$ cat config.mk
export PLATFORM = sky130hd
export DESIGN_NAME = hub75_scan_ctrl
export DESIGN_NICKNAME = d
export VERILOG_FILES = /design/src/rtl/core/hub75_pkg.sv /design/src/rtl/core/hub75_scan_ctrl.sv
export SDC_FILE = /design/constraint.sdc
export NUM_CORES = 1
export LEC_CHECK = 0
export ABC_AREA = 0
export BUFFER_PORTS_ARGS = -buffer_cell sky130_fd_sc_hd__buf_2
export CORE_MARGIN = 10
export CORE_UTILIZATION = 55
export DETAILED_ROUTE_END_ITERATION = 10
export GPL_TIMING_DRIVEN = 0
export PLACE_DENSITY = 0.85
export SYNTH_ARGS = -nofsm -noshare
export SYNTH_HDL_FRONTEND = slang
export SYNTH_SLANG_ARGS = --single-unit
$ cat constraint.sdc
create_clock -name clk_i -period 7.2 [get_ports clk_i]
set_clock_uncertainty 0.15 [all_clocks]
set_input_delay 2.16 -clock clk_i [delete_from_list [all_inputs] [get_ports clk_i]]
set_output_delay 2.16 -clock clk_i [all_outputs]
set_load 0.02 [all_outputs]
$ cat src/rtl/core/hub75_pkg.sv
// Shared types, constants and helpers for the HUB75 scan driver.
`timescale 1ns / 1ps

package hub75_pkg;

  localparam int WIDTH_PIXELS   = 64;
  localparam int ROW_PAIR_COUNT = 32;
  localparam int PLANE_COUNT    = 5;

  localparam int STORE_ROW_W = 6;
  localparam int STORE_COL_W = 6;
  localparam int ADDR_W      = STORE_ROW_W + STORE_COL_W;
  localparam int PIX_W       = 15;

  localparam int ROW_W    = 5;
  localparam int PLANE_W  = 3;
  localparam int ON_W     = 20;
  localparam int BASE_W   = 16;
  localparam int WEIGHT_W = 4;
  localparam int COLOR_W  = 5;
  localparam int BITS_W   = 6;

  localparam logic [BASE_W-1:0] BASE_TIME_RESET = 16'd64;

  // Function codes carried in tuser
  localparam logic [1:0] FUNC_PIXEL   = 2'd0;
  localparam logic [1:0] FUNC_REFRESH = 2'd1;

  typedef enum logic [1:0] {
    ST_CLEAR,
    ST_IDLE,
    ST_SCAN
  } ctrl_state_e;

  typedef struct packed {
    logic [1:0]             func;
    logic [STORE_ROW_W-1:0] pix_row;
    logic [STORE_COL_W-1:0] pix_col;
    logic [COLOR_W-1:0]     red;
    logic [COLOR_W-1:0]     green;
    logic [COLOR_W-1:0]     blue;
  } in_item_t;

  typedef struct packed {
    logic [ROW_W-1:0]   latch_row;
    logic [PLANE_W-1:0] latch_plane;
    logic [ON_W-1:0]    on_time;
    logic [BITS_W-1:0]  color_bits;
    logic               last;
  } out_item_t;

  typedef struct packed {
    logic              we;
    logic [ADDR_W-1:0] waddr;
    logic [PIX_W-1:0]  wdata;
    logic              re;
    logic [ADDR_W-1:0] raddr_top;
    logic [ADDR_W-1:0] raddr_bot;
  } ram_req_t;

  function automatic logic [WEIGHT_W-1:0] plane_weight(input logic [PLANE_W-1:0] plane);
    logic [WEIGHT_W-1:0] w;
    unique case (plane)
      3'd0:    w = 4'd1;
      3'd1:    w = 4'd2;
      3'd2:    w = 4'd4;
      3'd3:    w = 4'd8;
      3'd4:    w = 4'd12;
      default: w = 4'd0;
    endcase
    return w;
  endfunction

endpackage

$ cat src/rtl/core/hub75_scan_ctrl.sv
// Scan controller: clearing sweep, pixel writes, row/plane sequencing and readout.
`timescale 1ns / 1ps

module hub75_scan_ctrl (
  input  logic                              clk_i,
  input  logic                              rst_ni,
  input  logic [hub75_pkg::BASE_W-1:0]      base_time_i,
  input  logic                              in_valid_i,
  output logic                              in_ready_o,
  input  hub75_pkg::in_item_t               in_item_i,
  output logic                              out_valid_o,
  input  logic                              out_ready_i,
  output hub75_pkg::out_item_t              out_item_o,
  output hub75_pkg::ram_req_t               ram_req_o,
  input  logic [hub75_pkg::PIX_W-1:0]       rdata_top_i,
  input  logic [hub75_pkg::PIX_W-1:0]       rdata_bot_i
);

  localparam logic [hub75_pkg::STORE_COL_W-1:0] LastCol =
    hub75_pkg::STORE_COL_W'(hub75_pkg::WIDTH_PIXELS - 1);
  localparam logic [hub75_pkg::ROW_W-1:0] LastRow =
    hub75_pkg::ROW_W'(hub75_pkg::ROW_PAIR_COUNT - 1);
  localparam logic [hub75_pkg::PLANE_W-1:0] LastPlane =
    hub75_pkg::PLANE_W'(hub75_pkg::PLANE_COUNT - 1);
  localparam logic [hub75_pkg::ADDR_W-1:0] LastAddr = '1;

  hub75_pkg::ctrl_state_e state_q, state_d;

  logic [hub75_pkg::ADDR_W-1:0]      clr_q;
  logic [hub75_pkg::ROW_W-1:0]       row_q;
  logic [hub75_pkg::PLANE_W-1:0]     plane_q;
  logic [hub75_pkg::ROW_W-1:0]       lrow_q;
  logic [hub75_pkg::PLANE_W-1:0]     lplane_q;
  logic [hub75_pkg::ON_W-1:0]        on_q;
  logic [hub75_pkg::ROW_W-1:0]       erow_q;
  logic [hub75_pkg::PLANE_W-1:0]     eplane_q;
  logic [hub75_pkg::STORE_COL_W-1:0] col_q;
  logic                              issue_done_q;
  logic                              s1_vld_q, s1_last_q;
  logic                              s2_vld_q, s2_last_q;
  logic [hub75_pkg::BITS_W-1:0]      s2_bits_q;

  logic                              accept, start;
  logic                              s2_load, s1_move, issue;
  logic [hub75_pkg::ROW_W-1:0]       nrow;
  logic [hub75_pkg::PLANE_W-1:0]     nplane;
  logic [hub75_pkg::ON_W-1:0]        on_time;
  logic [hub75_pkg::STORE_ROW_W-1:0] top_row, bot_row;

  function automatic logic [hub75_pkg::BITS_W-1:0] color_byte(
    input logic [hub75_pkg::PIX_W-1:0]   top,
    input logic [hub75_pkg::PIX_W-1:0]   bot,
    input logic [hub75_pkg::PLANE_W-1:0] sh
  );
    logic [hub75_pkg::COLOR_W-1:0] tr, tg, tb, br, bg, bb;
    tr = top[4:0];
    tg = top[9:5];
    tb = top[14:10];
    br = bot[4:0];
    bg = bot[9:5];
    bb = bot[14:10];
    return {bb[sh], bg[sh], br[sh], tb[sh], tg[sh], tr[sh]};
  endfunction

  assign in_ready_o = (state_q == hub75_pkg::ST_IDLE);
  assign accept     = in_valid_i && in_ready_o;
  assign start      = accept && (in_item_i.func == hub75_pkg::FUNC_REFRESH);

  // next row pair and plane after the one being latched
  always_comb begin
    if (row_q == LastRow) begin
      nrow   = '0;
      nplane = (plane_q == LastPlane) ? '0 : plane_q + 1'b1;
    end else begin
      nrow   = row_q + 1'b1;
      nplane = plane_q;
    end
  end

  assign on_time = hub75_pkg::ON_W'(hub75_pkg::plane_weight(plane_q)) *
                   hub75_pkg::ON_W'(base_time_i);

  // two-stage readout: RAM output register, then output register
  assign s2_load = !s2_vld_q || out_ready_i;
  assign s1_move = s1_vld_q && s2_load;
  assign issue   = (state_q == hub75_pkg::ST_SCAN) && !issue_done_q &&
                   (!s1_vld_q || s1_move);

  assign top_row = hub75_pkg::STORE_ROW_W'(erow_q);
  assign bot_row = hub75_pkg::STORE_ROW_W'(erow_q) +
                   hub75_pkg::STORE_ROW_W'(hub75_pkg::ROW_PAIR_COUNT);

  always_comb begin
    ram_req_o           = '0;
    ram_req_o.re        = issue;
    ram_req_o.raddr_top = {top_row, col_q};
    ram_req_o.raddr_bot = {bot_row, col_q};
    if (state_q == hub75_pkg::ST_CLEAR) begin
      ram_req_o.we    = 1'b1;
      ram_req_o.waddr = clr_q;
      ram_req_o.wdata = '0;
    end else begin
      ram_req_o.we    = accept && (in_item_i.func == hub75_pkg::FUNC_PIXEL);
      ram_req_o.waddr = {in_item_i.pix_row, in_item_i.pix_col};
      ram_req_o.wdata = {in_item_i.blue, in_item_i.green, in_item_i.red};
    end
  end

  always_comb begin
    state_d = state_q;
    unique case (state_q)
      hub75_pkg::ST_CLEAR: begin
        if (clr_q == LastAddr) state_d = hub75_pkg::ST_IDLE;
      end
      hub75_pkg::ST_IDLE: begin
        if (start) state_d = hub75_pkg::ST_SCAN;
      end
      hub75_pkg::ST_SCAN: begin
        if (s2_vld_q && s2_last_q && out_ready_i) state_d = hub75_pkg::ST_IDLE;
      end
      default: state_d = hub75_pkg::ST_IDLE;
    endcase
  end

  always_ff @(posedge clk_i or negedge rst_ni) begin
    if (!rst_ni) begin
      state_q <= hub75_pkg::ST_CLEAR;
    end else begin
      state_q <= state_d;
    end
  end

  always_ff @(posedge clk_i or negedge rst_ni) begin
    if (!rst_ni) begin
      clr_q        <= '0;
      row_q        <= '0;
      plane_q      <= '0;
      col_q        <= '0;
      issue_done_q <= 1'b1;
      s1_vld_q     <= 1'b0;
      s2_vld_q     <= 1'b0;
    end else begin
      if (state_q == hub75_pkg::ST_CLEAR) clr_q <= clr_q + 1'b1;
      if (start) begin
        row_q        <= nrow;
        plane_q      <= nplane;
        col_q        <= '0;
        issue_done_q <= 1'b0;
      end else if (issue) begin
        col_q <= col_q + 1'b1;
        if (col_q == LastCol) issue_done_q <= 1'b1;
      end
      if (issue) begin
        s1_vld_q <= 1'b1;
      end else if (s1_move) begin
        s1_vld_q <= 1'b0;
      end
      if (s2_load) s2_vld_q <= s1_vld_q;
    end
  end

  always_ff @(posedge clk_i) begin
    if (start) begin
      lrow_q   <= row_q;
      lplane_q <= plane_q;
      on_q     <= on_time;
      erow_q   <= nrow;
      eplane_q <= nplane;
    end
    if (issue) s1_last_q <= (col_q == LastCol);
    if (s1_move) begin
      s2_bits_q <= color_byte(rdata_top_i, rdata_bot_i, eplane_q);
      s2_last_q <= s1_last_q;
    end
  end

  assign out_valid_o            = s2_vld_q;
  assign out_item_o.latch_row   = lrow_q;
  assign out_item_o.latch_plane = lplane_q;
  assign out_item_o.on_time     = on_q;
  assign out_item_o.color_bits  = s2_bits_q;
  assign out_item_o.last        = s2_last_q;

endmodule

Word level (Yosys, flattened, before mapping)
Cells that the tools add are included.

Bits in registers: 75. Memory bits (writable): 0. Bits in latches: 0. Bits in read-only memories: 0. Memories: 0. Output and inout port bits: 90. Bits of input ports: 79.

Shift-type cells: 0. Eq/ne operators: 13. Order comparisons: 1. Divide/modulo/power cells: 0. Multiplexer cells: 28. Reduce and logical (&&, ||, !) cells: 21. $add $sub $neg: 5. Bitwise operators: 0. $mul: 1.

Operator list (count): 28-bit 2-to-1 mux (1); 4-bit by 16-bit multiplier with 20-bit output (1); 4-bit case mux with 5 select lines (1); 1-bit binary-select mux with 3-bit select (6); 12-bit by 1-bit adder with 12-bit output (second input constant) (1); 12-bit equality test (second input constant) (1); 6-bit 2-to-1 mux (2); 1-bit 2-to-1 mux (11); 1-bit logical AND (8); 5-bit by 6-bit adder with 6-bit output (second input constant) (1); 6-bit by 1-bit adder with 6-bit output (second input constant) (1); 3-bit by 2-bit equality test with 1-bit output (second input constant) (2); 6-bit equality test (second input constant) (1); 2-bit 2-to-1 mux (3); 3-bit 2-to-1 mux (2); 2-bit by 1-bit inequality test with 1-bit output (second input constant) (3); 2-bit case mux with 3 select lines (1); 2-bit nonzero test (3); 5-bit by 1-bit adder with 5-bit output (second input constant) (1); 5-bit equality test (second input constant) (1); 5-bit 2-to-1 mux (1); 2-bit by 1-bit equality test with 1-bit output (second input constant) (2); 2-bit zero test (2); 3-bit by 4-bit < comparator with 1-bit output (second input constant) (1); other kinds (9) (12).

Depth between registers and ports, before layout
Gate-level depths: netlist of run 1.

Depth after elaboration: 7. Gate-level depth with buffers: 17.

Worst setup path before layout of run 1
Ideal clock, no wire load.

Path type: input to register. From: input port base_time_i[9] (netlist name). To: register on_q[19] (netlist name) (data pin). Buffers on the path: 0. Setup time: 0.269 ns. Cell stages on the path: 12. Arrival time: 4.924 ns. Required time: 6.781 ns. Path slack: 1.857 ns. Cell sequence: and2_1 > fa_1 > inv_1 > fa_1 > inv_1 > ha_1 > a21o_1 > a21o_1 > a221o_1 > a31oi_1 > o31ai_1 > xor2_1.

Longest elaborated chain between the ends: 1.

Ends and longest elaborated chain: start: declaration (line hub75_scan_ctrl.sv:7) `input logic [hub75_pkg::BASE_W-1:0] base_time_i,`; 4-bit by 16-bit multiplier with 20-bit output (line hub75_scan_ctrl.sv:80) `assign on_time = hub75_pkg::ON_W'(hub75_pkg::plane_weight(plane_q)) *`; net on_time, one bit (line hub75_scan_ctrl.sv:47) `logic [hub75_pkg::ON_W-1:0] on_time;`; end signal: assignment (line hub75_scan_ctrl.sv:166) `on_q <= on_time;`; end: declaration (line hub75_scan_ctrl.sv:34) `logic [hub75_pkg::ON_W-1:0] on_q;`.

The timed path passes the listed nets, and every way through them passes these cells. A chain may end at the register's enable or synchronous reset.

Worst setup path after layout of run 1
From: input port out_ready_i. To: output port ram_req_o[24] (netlist name).

Longest elaborated chain between the ends: 4.

Ends and longest elaborated chain: start: declaration (line hub75_scan_ctrl.sv:12) `input logic out_ready_i,`; 1-bit logical OR (line hub75_scan_ctrl.sv:84) `assign s2_load = !s2_vld_q || out_ready_i;`; 1-bit logical AND (line hub75_scan_ctrl.sv:85) `assign s1_move = s1_vld_q && s2_load;`; 1-bit logical OR (line hub75_scan_ctrl.sv:87) `(!s1_vld_q || s1_move);`; 1-bit logical AND (line hub75_scan_ctrl.sv:86) `assign issue = (state_q == hub75_pkg::ST_SCAN) && !issue_done_q &&`; end: declaration (line hub75_scan_ctrl.sv:14) `output hub75_pkg::ram_req_t ram_req_o,`.

Every way passes these cells.

==> results of run 1 <==
==> worst paths after layout <==
kind	to	slack, ns	cells after the start
setup / recovery	ram_req_o[24]	1.76	6
hold / removal	s2_last_q	0.27	0
setup reg to reg	on_q[18]	2.18	17
hold reg to reg	s2_last_q	0.27	0
max in group asynchronous	row_q[0]	4.74	1
min in group asynchronous	clr_q[4]	1.71	1
==> stage by stage <==
stage          hold WS [ns]  setup slack, ns  area, µm²  utilization, %  cells
6_report             0.2727            1.763       6487           69.55    831
5_1_grt              0.2924            1.688       6487           69.55    831
4_1_cts              0.2730            1.754       6487           69.55    831
3_5_place_dp         0.2554            1.552       6326           67.82    815
3_3_place_gp         0.2697            1.591       6326           67.82    815
2_1_floorplan        0.2503            1.857       5334               -    520
==> cells by family after synthesis <==
group	Yosys count	share of synthesized area [%]
AND/OR/NAND/NOR	191	18.34
flip-flops	75	39.34
buffers and inverters	74	6.287
adder cells (fa/ha/maj)	60	18.02
AO/OA/AOI/OAI	58	6.850
XOR/XNOR	34	5.583
multiplexers	26	5.442
other	2	0.1408
==> sequential cells by signal, indices dropped and copies added (netlist names), 5 cells and up <==
| signal | cells |
|---|---|
| on_q | 20 |
| col_q | 6 |
| s2_bits_q | 6 |
| row_q | 5 |
| erow_q | 5 |
| lrow_q | 5 |
| clr_q | 12 |
==> area by class of cell <==
cell class,instances,share of cell area (%)
timing repair buffer,166,12.81
multi-input combinational,371,44.71
inverter,47,2.719
clock inverter,5,0.4629
buffer,27,2.449
clock buffer,11,2.025
tap,129,2.488
sequential,75,32.34
==> power by group through the flow <==
stage	logic [mW]	clock network [mW]	registers, mW
CTS	1.50	0.277	0.671
global placement	1.44	0	0.674
floorplan	1.10	0	0.691
detailed placement	1.50	0	0.680
finish	1.50	0.270	0.673
global route	1.68	0.296	0.685
==> metal layers <==
| layer | vias up | share of wire (%) |
|---|---|---|
| met1 | 2009 | 42 |
| li1 | 2085 | - |
| met5 | - | 0 |
| met3 | 16 | 6.1 |
| met2 | 164 | 51 |
| met4 | 0 | 1.1 |
==> cell usage after synthesis (5+ instances only) <==
master / count / share of area [%]
mux2i_1: 11 / 2.1
buf_4: 15 / 2.1
clkbuf_1: 10 / 0.70
a21oi_1: 22 / 2.1
nand4_1: 6 / 0.70
nand2_1: 58 / 4.1
o21ai_0: 8 / 0.75
nor2b_1: 23 / 2.7
xnor2_1: 19 / 3.1
o21ai_1: 5 / 0.47
nand3_1: 10 / 0.94
ha_1: 32 / 7.5
nor2_1: 24 / 1.7
nand2b_1: 8 / 0.94
edfxtp_1: 44 / 25
dfrtp_1: 30 / 14
xor2_1: 15 / 2.5
and2_1: 46 / 5.4
fa_1: 28 / 11
inv_1: 46 / 3.2
o22ai_1: 5 / 0.59
and3_1: 8 / 0.94
mux2_2: 12 / 2.5
==> worst reg2reg max path: cells and delay by family (launching register included) <==
| family | cells | cell delay (ns) |
|---|---|---|
| adders and majority gates | 4 | 1.69 |
| AOI/OAI and AO/OA | 5 | 1.34 |
| buffers and inverters | 5 | 0.70 |
| DFF | 1 | 0.43 |
| and+or+nand+nor | 2 | 0.33 |
| xor gates and xnor gates | 1 | 0.15 |
==> metrics.txt, run 1 <==
peak supply drop=0.0001903 V; GRT Max-Usage Layer=met2; Die W=118.5 µm; Num CTS Buffers=9; Post-CTS Resized=0; # IOs=169; pin count of the biggest net entering global routing=46; Setup TNS=0 ns; FF+latch count, synth=75; Cell Int Power=1.322 mW; Pre-antenna DRT Iters=7; H-tree depth=3; Port Buffers=166; residual DRC count=0; Core ar.=0.009328 mm²; Ys Warns=0; Die Y=118.5 µm; first-pass GRT wire length=21510 µm; nature of the critical path endpoint=primary output; status=finished clean; DRT antenna net count=0; sw frac=45.83%; CTS Sinks=75; Pins Over Slew Limit=0; GRT met1 Usage=21.50%; max_cap viols=0; postcts setup bufs=0; Avg Cell Area, Syn=10.26 µm²; EDFF count, synth=44; CP most frequent cell=buf_2; vias in the first global route=4454; GR Util All Layers=18.38%; Cell Area, Synth=0.005334 mm²; RSZ-0062 raised after global routing=no; fmax=183.9 MHz; min Tclk post-route=5.437 ns; vias per cell=5.143; Die ar.=0.01404 mm²; startpoint type of the worst setup path=input port; CP top delay family=simple AND/OR/NAND/NOR gates; GRT overflow=0; DR iter-0 viols=269; final setup violation count=0; WL final=13190 µm; post-synthesis cell type count=50; reg-to-reg critical path startpoint=plane_q[0]; Logic pwr share=61.4%; layout cells sized above 1=30.63%; Clk pwr share=11.0%; register area share after synthesis=39.34%; worst path cell trace=buf_2 -> nand3b_1 -> nand2b_1 -> nor2_2 -> buf_4 -> buf_2; Reg clk slew, reported paths=0.07 ns; Crit path buffers/inverters=3; Rows=35; most common cell after layout, fill and taps aside=buf_2; Nets=836; cell count after synthesis=520; Synth Flop Type=edfxtp_1; Hold Path Origin=s1_last_q; Flop pwr share=27.6%; Hold Crit Class=flip-flop to flip-flop; Area Growth Syn to Fin=21.63%; leakage=3.263 nW; Least-Margin Pin Slew=0.9434 ns; Skew-Pair Late Insertion Delay=0.34 ns; fillcell total=709; HPWL Detailed=10970 µm; Crit Path Class=input port to primary output; most frequent cells in the layout=167 x buf_2, 58 x nand2_1, 46 x inv_1, 46 x and2_1, 44 x edfxtp_1; critical path peak fanout=8; area occupied by multi-input gates=0.002900 mm²; Setup crit start=out_ready_i; CP max-delay cell=nor2_2; routed len/inst=15.87 µm; routing usage on met2=32.75%; root buffer cell=clkbuf_8; Starting Density=57.18%; global placement routability congestion=0.9115; final hold vios=0; initial antenna violation count=0; crit share post-route=75.52%; crit path DAT=3.13 ns; Sw Pwr=1.118 mW; power density cells=376.1 mW/mm²; Sequential Area=0.002098 mm²; via count=4274; WP data required=4.89 ns; Tot Pwr=2.440 mW; syn nets=659; met3 usage=4.331%; CTS tree=built; hold-fix buffers at CTS=0; ys async rst share=41.33%; Max stage delay on crit path=0.32 ns; CTS max path bufs=2; Rel. slew slack=37.10%; n_diodes=0
Power figures use the tool's default switching activity.
==> inputs of run 2 (changes only) <==
--- a/config.mk
+++ b/config.mk
@@ -8,10 +8,10 @@
 export ABC_AREA = 0
 export BUFFER_PORTS_ARGS = -buffer_cell sky130_fd_sc_hd__buf_2
 export CORE_MARGIN = 10
-export CORE_UTILIZATION = 55
+export CORE_UTILIZATION = 47
 export DETAILED_ROUTE_END_ITERATION = 10
 export GPL_TIMING_DRIVEN = 0
-export PLACE_DENSITY = 0.85
+export PLACE_DENSITY = 0.77
 export SYNTH_ARGS = -nofsm -noshare
 export SYNTH_HDL_FRONTEND = slang
 export SYNTH_SLANG_ARGS = --single-unit
==> constraint.sdc (replaced) <==
create_clock -name clk_i -period 4.93 [get_ports clk_i]
set_clock_uncertainty 0.15 [all_clocks]
set_input_delay 1.479 -clock clk_i [delete_from_list [all_inputs] [get_ports clk_i]]
set_output_delay 1.479 -clock clk_i [all_outputs]
set_load 0.02 [all_outputs]
==> metrics.txt, run 2 (synthesized netlist as in run 1, its figures left out) <==
crit share post-route=94.63%; Crit Path Class=flip-flop to flip-flop; Least-Margin Pin Slew=0.9582 ns; Area Growth Syn to Fin=25.22%; via count=4221; Die Y=126.5 µm; DR iter-0 viols=177; GRT overflow=0; Die W=126.5 µm; status=finished clean; Core ar.=0.01098 mm²; Pre-antenna DRT Iters=4; met2 WL post-DR=6570 µm; vias per cell=5.001; Nets=838; pin count of the biggest net entering global routing=46; Tot Pwr=3.811 mW; Skew-Pair Late Insertion Delay=0.32 ns; WL final=13100 µm; initial antenna violation count=0; most frequent cells in the layout=168 x buf_2, 58 x nand2_1, 46 x inv_1, 46 x and2_1, 44 x edfxtp_1; critical path peak fanout=10; Hold Crit Class=flip-flop to flip-flop; CP max-delay cell=fa_1; Reg clk slew, reported paths=0.05 ns; residual DRC count=0; first-pass GRT wire length=21470 µm; Rows=38; most flop-heavy register=on_q; DP Area=0.006340 mm²; leakage=3.348 nW; CTS tree=built; Clk pwr share=15.8%; fmax=214.3 MHz; nature of the critical path endpoint=flip-flop; # IOs=169; root buffer cell=clkbuf_16; HPWL Detailed=10800 µm; GR Util All Layers=15.97%; fillcell total=924; final setup violation count=0; register-to-register path setup slack=0.26 ns; n_diodes=0; routed len/inst=15.52 µm; vias in the first global route=4538; DRT antenna net count=0; Flop pwr share=25.7%; Logic pwr share=58.5%; Pins Over Slew Limit=0; RSZ-0062 raised after global routing=no; startpoint type of the worst setup path=flip-flop; power density cells=570.6 mW/mm²; top flop regs=on_q: 20 flops, clr_q: 12 flops; peak supply drop=0.0003225 V; max_cap viols=0; global placement routability congestion=0.9169; final instance area=0.006679 mm²; Cell Int Power=2.144 mW; most common cell after layout, fill and taps aside=buf_2; Sw Pwr=1.667 mW; routed wl met3=893 µm; Max stage delay on crit path=0.56 ns; worst path cell trace=inv_1 -> ha_1 -> nand2_1 -> o21ai_2 -> clkbuf_2 -> nand2_1 -> fa_1 -> inv_1 -> fa_1 -> inv_1 -> fa_1 -> nand2b_1 -> a21oi_2 -> o21ai_1 -> o221ai_1 -> a31oi_1 -> xnor2_1; H-tree depth=3; Die ar.=0.01601 mm²; hold_ws=0.2736 ns; WP data required=4.86 ns; CTS Sinks=75; layout cells sized above 1=32.24%; hold-fix buffers at CTS=0; Starting Density=48.56%; CTS max path bufs=2; wl on met1=5420 µm; final hold vios=0; Rel. slew slack=36.12%; max FFs per register=20; min Tclk post-route=4.665 ns; crit path DAT=4.59 ns; Num CTS Buffers=9; top sig layer=met4; sw frac=43.74%; Port Buffers=166
## run 2: area by class of cell
class	instances	area, µm²	share of cell area (%)
well taps	140	175.2	2.623
repair buffers	168	845.8	12.66
plain buffers	27	162.7	2.435
inverters	47	176.4	2.641
multi-input cells	371	2939	44.01
clock buffers	12	256.5	3.840
clock inverters	4	25.02	0.3747
flip-flops and latches	75	2098	31.42
## run 2: final timing paths
path / startpoint / to / cells past startpoint
min in group asynchronous: rst_ni / clr_q[4] / 1
max in group asynchronous: rst_ni / row_q[4] / 1
setup / recovery: plane_q[0] / on_q[18] / 17
hold reg to reg: s1_last_q / s2_last_q / 0
hold / removal: s1_last_q / s2_last_q / 0
setup reg to reg: plane_q[0] / on_q[18] / 17
## run 2: layer usage
metal / up-vias / global-route usage, %
li1: 2080 / -
met1: 1976 / 18.11
met2: 146 / 28.40
met3: 19 / 4.123
met4: 0 / 5.492
met5: - / 0
## run 2: power groups by stage
stage               combinational (mW)  sequential (mW)  clock (mW)
floorplan                         1.60             1.01           0
global placement                  2.12            0.985           0
detailed placement                2.20            0.992           0
CTS                               2.21            0.980       0.618
global route                      2.53            0.999       0.645
finish                            2.23            0.981       0.602
## run 2: per-stage QoR
| stage | setup slack [ns] | std cells | util (%) | TNS (ns) |
|---|---|---|---|---|
| 3_5_place_dp | -0.1260 | 826 | 57.72 | -0.1847 |
| 2_1_floorplan | 0.2679 | 520 | - | 0 |
| 5_1_grt | 0.01911 | 844 | 60.81 | 0 |
| 4_1_cts | 0.01503 | 842 | 60.32 | 0 |
| 6_report | 0.2646 | 844 | 60.81 | 0 |
| 3_3_place_gp | -0.02389 | 826 | 57.72 | -0.03172 |
## run 2: what timing repair did
action / in CTS / in global routing
setup buffers: 0 / 2
gates resized for setup: 1 / 14
setup endpoints to repair: 2 / 7
pin swaps: 0 / 2
## run 2: critical path, delay by kind of cell, from the launching register on
kind	cells	cell delay, ns
simple gates	3	0.43
buf+inv	4	0.56
xor+xnor	1	0.14
flops	1	0.42
fa+ha+maj	4	1.76
compound gates	5	0.97
